--- src/hw/rtl/assert_macros.svh ---
// ----------------------------------------------------------------------------
// assertion macros
// shared clocked assertion forms used by the rtl of this project
// ----------------------------------------------------------------------------
`ifndef ASSERT_MACROS_SVH
`define ASSERT_MACROS_SVH

// property checked at every rising edge of clk, held off during reset
`define ASSERT_CLK(label, prop, msg) \
    label: assert property (@(posedge clk) disable iff (!rst_n) (prop)) else $error(msg);

// implication checked at every rising edge of clk, held off during reset
`define ASSERT_IMPL(label, ante, cons, msg) \
    label: assert property (@(posedge clk) disable iff (!rst_n) (ante) |-> (cons)) \
        else $error(msg);

`endif

--- src/hw/rtl/dfsr_pkg.sv ---
// ----------------------------------------------------------------------------
// dfsr_pkg
// shared types and constants of the decimal fixed-point square root
// ----------------------------------------------------------------------------
package dfsr_pkg;

    localparam int DEF_FRACTION_DIGITS = 3;
    localparam int DEF_INPUT_BITS      = 32;
    localparam int ROOT_W              = 26;

    typedef enum logic [1:0] {
        ST_IDLE,
        ST_SCALE,
        ST_ROOT,
        ST_DONE
    } dfsr_state_t;

    // control from the handshake side into the root unit
    typedef struct packed {
        logic start;
        logic take;
    } dfsr_ctl_t;

    // status from the root unit
    typedef struct packed {
        logic busy;
        logic done;
    } dfsr_stat_t;

endpackage

--- src/hw/rtl/dfsr_root_unit.sv ---
// ----------------------------------------------------------------------------
// dfsr_root_unit
// scales a non-negative input by 100 per fraction digit, then a restoring root, 1 bit/cycle
// ----------------------------------------------------------------------------
`include "assert_macros.svh"

module dfsr_root_unit #(
    parameter int FRACTION_DIGITS = dfsr_pkg::DEF_FRACTION_DIGITS,
    parameter int INPUT_BITS      = dfsr_pkg::DEF_INPUT_BITS
) (
    input  logic                          clk,
    input  logic                          rst_n,
    input  dfsr_pkg::dfsr_ctl_t           ctl,
    input  logic signed [INPUT_BITS-1:0]  value,
    output dfsr_pkg::dfsr_stat_t          stat,
    output logic [dfsr_pkg::ROOT_W-1:0]   root,
    output logic                          exact
);
    import dfsr_pkg::*;

    // radicand width: magnitude bits plus 7 bits per factor of 100, kept even
    localparam int NW_RAW = INPUT_BITS - 1 + 7 * FRACTION_DIGITS;
    localparam int NW     = NW_RAW + (NW_RAW % 2);
    localparam int RB     = NW / 2;
    localparam int RW     = RB + 3;
    localparam int SCW    = $clog2(FRACTION_DIGITS + 1) + 1;
    localparam int ITW    = $clog2(RB) + 1;

    dfsr_state_t    state_reg, state_next;
    logic [SCW-1:0] sc_cnt_reg, sc_cnt_next;
    logic [ITW-1:0] it_cnt_reg, it_cnt_next;
    logic [NW-1:0]  n_reg, n_next;
    logic [RB-1:0]  q_reg, q_next;
    logic [RW-1:0]  r_reg, r_next;
    logic           neg_reg, neg_next;

    logic [RW-1:0]  r_sh;
    logic [RW-1:0]  trial;

    always_ff @(posedge clk or negedge rst_n)
    begin
        if (!rst_n)
        begin
            state_reg  <= ST_IDLE;
            sc_cnt_reg <= '0;
            it_cnt_reg <= '0;
        end
        else
        begin
            state_reg  <= state_next;
            sc_cnt_reg <= sc_cnt_next;
            it_cnt_reg <= it_cnt_next;
        end
    end

    always_ff @(posedge clk)
    begin
        n_reg   <= n_next;
        q_reg   <= q_next;
        r_reg   <= r_next;
        neg_reg <= neg_next;
    end

    // one restoring step: bring down two radicand bits, try 4q+1
    assign r_sh  = {r_reg[RW-3:0], n_reg[NW-1:NW-2]};
    assign trial = RW'({q_reg, 2'b01});

    always_comb
    begin
        state_next  = state_reg;
        sc_cnt_next = sc_cnt_reg;
        it_cnt_next = it_cnt_reg;
        n_next      = n_reg;
        q_next      = q_reg;
        r_next      = r_reg;
        neg_next    = neg_reg;
        case (state_reg)
            ST_IDLE:
            begin
                if (ctl.start)
                begin
                    n_next      = NW'(value[INPUT_BITS-2:0]);
                    q_next      = '0;
                    r_next      = '0;
                    neg_next    = value[INPUT_BITS-1];
                    sc_cnt_next = '0;
                    it_cnt_next = '0;
                    if (value[INPUT_BITS-1])
                        state_next = ST_DONE;
                    else if (FRACTION_DIGITS == 0)
                        state_next = ST_ROOT;
                    else
                        state_next = ST_SCALE;
                end
            end
            ST_SCALE:
            begin
                // n * 100 as n*64 + n*32 + n*4
                n_next      = (n_reg << 6) + (n_reg << 5) + (n_reg << 2);
                sc_cnt_next = sc_cnt_reg + 1'b1;
                if (sc_cnt_reg == SCW'(FRACTION_DIGITS - 1))
                    state_next = ST_ROOT;
            end
            ST_ROOT:
            begin
                n_next      = n_reg << 2;
                it_cnt_next = it_cnt_reg + 1'b1;
                if (r_sh >= trial)
                begin
                    r_next = r_sh - trial;
                    q_next = {q_reg[RB-2:0], 1'b1};
                end
                else
                begin
                    r_next = r_sh;
                    q_next = {q_reg[RB-2:0], 1'b0};
                end
                if (it_cnt_reg == ITW'(RB - 1))
                    state_next = ST_DONE;
            end
            ST_DONE:
            begin
                if (ctl.take)
                    state_next = ST_IDLE;
            end
            default:
            begin
                state_next = ST_IDLE;
            end
        endcase
    end

    assign stat.busy = (state_reg != ST_IDLE);
    assign stat.done = (state_reg == ST_DONE);
    assign root      = ROOT_W'(q_reg);
    // value times a nonzero square is a square only when value is itself a square
    assign exact     = !neg_reg && (r_reg == '0);

    `ASSERT_IMPL(a_start_idle, ctl.start, state_reg == ST_IDLE,
        "start while root unit busy")
    `ASSERT_IMPL(a_take_done, ctl.take, state_reg == ST_DONE,
        "result taken before root unit done")
    `ASSERT_IMPL(a_iter_bound, state_reg == ST_ROOT, it_cnt_reg < ITW'(RB),
        "root iteration count out of range")

endmodule

--- src/hw/rtl/decimal_fixed_point_square_root_core.sv ---
// sequence: an accepted word runs one scale step per fraction digit, then the restoring root
//   loop giving one root bit per cycle, then waits in the done state until the output register
//   takes it and raises rsp_valid; a negative word goes straight to the done state
// a new word is accepted only once the previous one has left the root unit
// ROOT_BITS = (INPUT_BITS - 1 + 7 * FRACTION_DIGITS, rounded up to even) / 2
// reset: rst_n asynchronous active low clears sequencer and output valid
// ----------------------------------------------------------------------------
// decimal_fixed_point_square_root_core
// square root of a signed word, truncated to decimal fraction digits,
// with a perfect-square flag
// ----------------------------------------------------------------------------
`include "assert_macros.svh"

module decimal_fixed_point_square_root_core #(
    parameter int FRACTION_DIGITS = dfsr_pkg::DEF_FRACTION_DIGITS,
    parameter int INPUT_BITS      = dfsr_pkg::DEF_INPUT_BITS
) (
    input  logic                          clk,
    input  logic                          rst_n,
    // request channel
    input  logic                          req_valid,
    output logic                          req_stall,
    input  logic signed [INPUT_BITS-1:0]  value,
    // response channel
    output logic                          rsp_valid,
    input  logic                          rsp_stall,
    output logic [dfsr_pkg::ROOT_W-1:0]   root_thousandths,
    output logic                          exact
);
    import dfsr_pkg::*;

    dfsr_ctl_t            ctl;
    dfsr_stat_t           stat;
    logic [ROOT_W-1:0]    unit_root;
    logic                 unit_exact;

    // output register decouples the root unit from a stalled consumer
    logic                 rsp_valid_reg, rsp_valid_next;
    logic [ROOT_W-1:0]    root_reg;
    logic                 exact_reg;
    logic                 xfer;

    // the unit holds its result in its done state until the output register
    // has room; a new word is taken only once the unit is back in idle
    assign req_stall = stat.busy;
    assign ctl.start = req_valid && !req_stall;
    assign xfer      = stat.done && (!rsp_valid_reg || !rsp_stall);
    assign ctl.take  = xfer;

    dfsr_root_unit #(
        .FRACTION_DIGITS (FRACTION_DIGITS),
        .INPUT_BITS      (INPUT_BITS)
    ) u_root (
        .clk   (clk),
        .rst_n (rst_n),
        .ctl   (ctl),
        .value (value),
        .stat  (stat),
        .root  (unit_root),
        .exact (unit_exact)
    );

    always_comb
    begin
        rsp_valid_next = rsp_valid_reg;
        if (xfer)
            rsp_valid_next = 1'b1;
        else if (!rsp_stall)
            rsp_valid_next = 1'b0;
    end

    always_ff @(posedge clk or negedge rst_n)
    begin
        if (!rst_n)
            rsp_valid_reg <= 1'b0;
        else
            rsp_valid_reg <= rsp_valid_next;
    end

    // payload loads only on transfer, so a stalled word holds
    always_ff @(posedge clk)
    begin
        if (xfer)
        begin
            root_reg  <= unit_root;
            exact_reg <= unit_exact;
        end
    end

    assign rsp_valid        = rsp_valid_reg;
    assign root_thousandths = root_reg;
    assign exact            = exact_reg;

    // an accepted word keeps the request side stalled in the next cycle
    `ASSERT_CLK(a_accept_busy, (req_valid && !req_stall) |=> req_stall,
        "request side not stalled after accept")
    // a finished result always lands in the output register
    `ASSERT_CLK(a_xfer_valid, xfer |=> rsp_valid,
        "transferred result not presented")
    // a stalled response word stays valid and unchanged
    `ASSERT_IMPL(a_rsp_hold, rsp_valid && rsp_stall,
        ##1 (rsp_valid && $stable(root_thousandths) && $stable(exact)),
        "stalled response word changed")

endmodule

--- config.mk ---
export PLATFORM = sky130hd
export DESIGN_NAME = decimal_fixed_point_square_root_core
export DESIGN_NICKNAME = d
export VERILOG_FILES = /design/src/hw/rtl/dfsr_pkg.sv /design/src/hw/rtl/dfsr_root_unit.sv /design/src/hw/rtl/decimal_fixed_point_square_root_core.sv
export VERILOG_INCLUDE_DIRS = /design/src /design/src/hw/rtl
export SDC_FILE = /design/constraint.sdc
export NUM_CORES = 1
export LEC_CHECK = 0
export ABC_AREA = 1
export BUFFER_PORTS_ARGS = -buffer_cell sky130_fd_sc_hd__buf_4
export CORE_UTILIZATION = 60
export DETAILED_ROUTE_END_ITERATION = 10
export GPL_TIMING_DRIVEN = 0
export PLACE_DENSITY = 0.74
export SYNTH_ARGS = -nofsm -noshare
export SYNTH_HDL_FRONTEND = slang
export SYNTH_HIERARCHICAL = 1
export SYNTH_SLANG_ARGS = --single-unit
--- constraint.sdc ---
create_clock -name clk -period 14.9 [get_ports clk]
set_input_delay 0.745 -clock clk [delete_from_list [all_inputs] [get_ports clk]]
set_output_delay 0.745 -clock clk [all_outputs]
set_load 0.05 [all_outputs]
# Word-level counts from Yosys, hierarchy flattened
# Cells that the tools add are included.
classes:
  muxes: 20
  magnitude_cmp: 1
  eq_ne: 10
  n_addsub: 5
  reduce_logical: 19
ops:
  columns: ["operator", "count"]
  rows:
  - ["$pmux W52 S3", 1]
  - ["$add A52 B52 Y52", 2]
  - ["$mux W29", 2]
  - ["$pmux W29 S2", 1]
  - ["$mux W52", 1]
  - ["$pmux W26 S2", 1]
  - ["$ge A29 B28 Y1", 1]
  - ["$logic_not A29 Y1", 1]
  - ["$sub A29 B28 Y29", 1]
  - ["$mux W26", 1]
  - ["$pmux W6 S2", 1]
  - ["$mux W2", 5]
  - ["$ne A2 B1 Y1 const B", 4]
  - ["$pmux W2 S4", 1]
  - ["$reduce_and A2 Y1", 4]
  - ["$add A6 B1 Y6 const B", 1]
  - ["$eq A6 B5 Y1 const B", 1]
  - ["$mux W6", 1]
  - ["$pmux W3 S2", 1]
  - ["$reduce_bool A2 Y1", 3]
  - ["$eq A2 B2 Y1 const B", 2]
  - ["$logic_not A1 Y1", 4]
  - ["$reduce_and A4 Y1", 1]
  - ["$add A3 B1 Y3 const B", 1]
  - ["9 further kinds", 13]
word_totals:
  ff_bits: 147
  word_cells: 65
  out_inout_bits: 29
  input_bits: 36

# Longest topological paths before layout
logic_depth:
  word_depth: 5
  mapped_depth: 16
  mapped_depth_nobuf: 16

# Cells and area by module
# The synthesis kept the hierarchy.
by_module_without_submodules:
  columns: ["module", "seq_area_each_um2", "n_inst", "area_each_um2", "cells_each"]
  rows:
  - ["dfsr_root_unit", 3518.4, 1, 12136.6, 1795]
  - ["decimal_fixed_point_square_root_core", 835.8, 1, 863.3, 34]

# Worst setup path after synthesis
# OpenSTA, ideal clock, no wires.
synth_timing:
  path_type: "register to register"
  start: "register u_root.state_reg[0]"
  end: "register u_root.n_reg[0], enable pin"
  required_ns: 14.366
  setup_time_ns: 0.534
  period_less_slack_ns: 5.359
  arrival_ns: 4.825
  n_path_buf: 1
  path_slack_ns: 9.541
  stages_incl_launch_ff: 6
  cell_sequence: "dfrtp_1 -> inv_1 -> ha_1 -> clkinv_1 -> clkbuf_1 -> o21ai_0"
synth_between:
  elab_chain_len: 5
  elab_cells_between_ends: 9
  cone_classes: "eq/ne (3); reduce/logical (6)"
synth_lines:
  columns: ["item", "line_no", "source"]
  rows:
  - ["start, declared", "dfsr_root_unit.sv:29", "dfsr_state_t state_reg, state_next;"]
  - ["start signal, assigned", "dfsr_root_unit.sv:50", "state_reg <= state_next;"]
  - ["$reduce_bool A2 Y1", "dfsr_root_unit.sv:133", "assign stat.busy = (state_reg != ST_IDLE);"]
  - ["$logic_not A1 Y1", "decimal_fixed_point_square_root_core.sv:46", "assign ctl.start = req_valid && !req_stall;"]
  - ["$logic_and A1 B1 Y1", "decimal_fixed_point_square_root_core.sv:46", null]
  - ["$ne A2 B2 Y1 (no line)", null, null]
  - ["$reduce_and A2 Y1 (no line) (*)", null, null]
  - ["end signal, assigned", "dfsr_root_unit.sv:58", "n_reg <= n_next;"]
  - ["end, declared", "dfsr_root_unit.sv:32", "logic [NW-1:0] n_reg, n_next;"]
# Every way passes the cells marked *; elsewhere a longest branch is shown, timed or not.
# A chain may end at the register's enable or synchronous reset.

# Worst setup path after layout
layout_timing:
  start: "register u_root.state_reg[0]"
  end: "register u_root.n_reg[27], enable pin"
# The elaborated chain is that of the path after synthesis.

==> metrics.md <==
| Metric | Value |
|---|---|
| Register area share after synthesis | 33.5% |
| Avg Inst Size Synth | 7.11 um^2 |
| Initial Utilization | 61.5% |
| Final period util | 22.3% |
| Post-DP Area | 13900 um^2 |
| Hpwl dp | 30000 um |
| Final setup vio count | 0 |
| RSZ-0062 raised after global routing | no |
| Antenna Nets Post-Route | 0 |
| WS Path Type | reg -> reg |
| Initial antenna violation count | 0 |
| Gr ovfl total | 0 |
| Syn_nets | 1993 |
| Fmax achieved | 301 MHz |
| Seq cells post-synth | 147 |
| Drt total wl | 36900 um |
| CTS tree | done |
| # DRC | 0 |
| CTS hold repair buffers | 0 |
| Skew-Pair Late Insertion Delay | 440 ps |
| Number of global-route vias before repair | 11800 |
| Root Buffer Master | clkbuf_16 |
| Slew HR | 32.5% |
| Drt pass-1 iters | 5 |
| Synth Warn # | 6 |
| First-pass GRT wire length | 58500 um |
| Fillcell total | 1860 |
| # port buffers | 64 |
| CTS Buf Count | 17 |
| Slew Limit Fails | 0 |
| Fin. Hold Viols | 0 |
| Slowest CP cell | o21ai_4 |
| Site Rows | 53 |
| CP required | 15030 ps |
| Multi-input logic area | 7340 um^2 |
| Cells after Synth | 1829 |
| H-tree Lvls | 4 |
| Number of vias per cell | 5.51 |
| Die ar. | 22300 um^2 |
| Std-Cell Core Area | 21200 um^2 |
| Largest net degree at the start of global routing | 37 |
| Reg clk slew, reported paths | 80 ps |
| R2R Setup Slk | 11580 ps |
| Worst path max stage delay | 800 ps |
| Setup tns final | 0 ps |
| CP Max Fanout | 30 |
| Final Skew | 14.7 ps |
| Total number of vias | 12100 |
| Design area | 14500 um^2 |
| Die W | 149 um |
| Critical Path AT | 3450 ps |
| Register area | 4350 um^2 |
| Largest cells by area after synthesis | edfxtp_1 (31%), nand2_1 (17%), inv_1 (9.0%) |
| Critical-path cell list | inv_1, ha_1, clkinv_1, clkbuf_1, o21ai_4, buf_12 |
| Fin util | 68.6% |
| CP Launch Type | register |
| Synthesized area | 13000 um^2 |
| Yosys top cell by area | edfxtp_1 |
| P&R area growth vs syn | 11.6% |
| Worst setup EP type | register |
| Net count, final | 2078 |
| Setup bufs post-CTS | 0 |
| Share of Yosys cell area claimed by the top area cell type | 31.2% |
| Clock Path Buffers | 2 |
| Share of post-route cells with drive strength above 1 | 7.32% |
| Min-delay worst type | in -> async |
| Placer Congestion | 0.999 |
| PnR worst setup slack | 11580 ps |
| Pre-CTS setup slack | 11640 ps |
| I/O Pins | 65 |
| Clk sink count | 147 |
| Drt wl/cell | 16.8 um |
| Actual slew at the worst max-slew pin | 1010 ps |
| # resized after CTS | 0 |
| Status | finished clean |
| Total track usage | 34.5% |
| Initial detailed-routing violation count | 926 |
| Tmin final | 3320 ps |
| Synth cell types | 40 |
| Die Y | 149 um |
| Max reg flops | 52 |
| Max-Cap Viols | 0 |
cell type report:
cell class                 count  area share, %
multi-input combinational   1339           50.6
inverter                     312           8.08
clock buffer                  17           2.93
tap                          275           2.37
buffer                        31           1.09
antenna                        1         0.0173
sequential                   147           30.0
timing repair buffer          66           3.59
clock inverter                15           1.27
synth_stat cells, drive strengths merged:
cell	instances
a21o	5
nand2	577
nor3b	1
nand4	20
nand3	106
o211ai	1
fa	46
xnor2	10
nor3	18
clkbuf	20
clkinv	1
o21a	1
buf	11
o21ai	60
o21bai	8
nand3b	6
dfrtp	12
a21oi	156
nor4	12
a211oi	2
nand2b	1
nor2	195
ha	82
edfxtp	135
inv	311
and2	6
or2	16
xor2	6
o22ai	4
per-layer routing:
| metal | wire length, um | track usage [%] |
|---|---|---|
| met1 | 14800 | 40.3 |
| met2 | 18800 | 62.4 |
| met3 | 1920 | 4.98 |
| met4 | 1400 | 15.3 |
| met5 | 0 | 0 |
per-stage QoR:
stage / cells / hold WS, ps
detailed placement: 2170 / 434
CTS: 2202 / 125
global placement: 2168 / 433
floorplan: 1829 / 426
finish: 2203 / 127
global route: 2202 / 126
layout by cell type, fill, tap and decap left out, drive strengths merged:
master,count
a211oi,2
a21o,5
a21oi,156
and2,6
buf,77
clkbuf,37
clkinv,8
dfrtp,12
diode,1
edfxtp,135
fa,46
ha,82
inv,319
nand2,577
nand2b,1
nand3,106
nand3b,6
nand4,20
nor2,195
nor3,18
nor3b,1
nor4,12
o211ai,1
o21a,1
o21ai,60
o21bai,8
o22ai,4
or2,16
xnor2,10
xor2,6
path summary, 6_finish.rpt:
kind / cells past startpoint / to / startpoint
worst min-delay path: 1 / u_root/state_reg[1]$_DFFE_PN0P_ / rst_n
worst max-delay path: 6 / u_root/n_reg[27]$_DFFE_PP_ / u_root/state_reg[0]$_DFFE_PN0P_
worst min register to register: 0 / root_thousandths[25]$_DFFE_PP_ / u_root/root[25]$_SDFFCE_PN0P_
min in group clk: 0 / root_thousandths[25]$_DFFE_PP_ / u_root/root[25]$_SDFFCE_PN0P_
worst max register to register: 6 / u_root/n_reg[27]$_DFFE_PP_ / u_root/state_reg[0]$_DFFE_PN0P_
max in group asynchronous: 1 / u_root/sc_cnt_reg[2]$_DFFE_PN0P_ / rst_n
critical path, delay by kind of cell (launching register included):
kind            cells  cell delay [ps]
buf+inv             4             1320
compound gates      1              800
fa+ha+maj           1              430
flops               1              420
logic make-up after synthesis:
family | share of synthesized area, %
and+or+nand+nor | 30.5
adders and majority gates | 15.0
xor gates and xnor gates | 1.08
DFF | 33.5
buffers and inverters | 10.2
AOI/OAI and AO/OA | 9.72
Power is left out: the tool's default activity adds up to more than one toggle a clock period on the data nets, which glitch-free logic cannot reach.
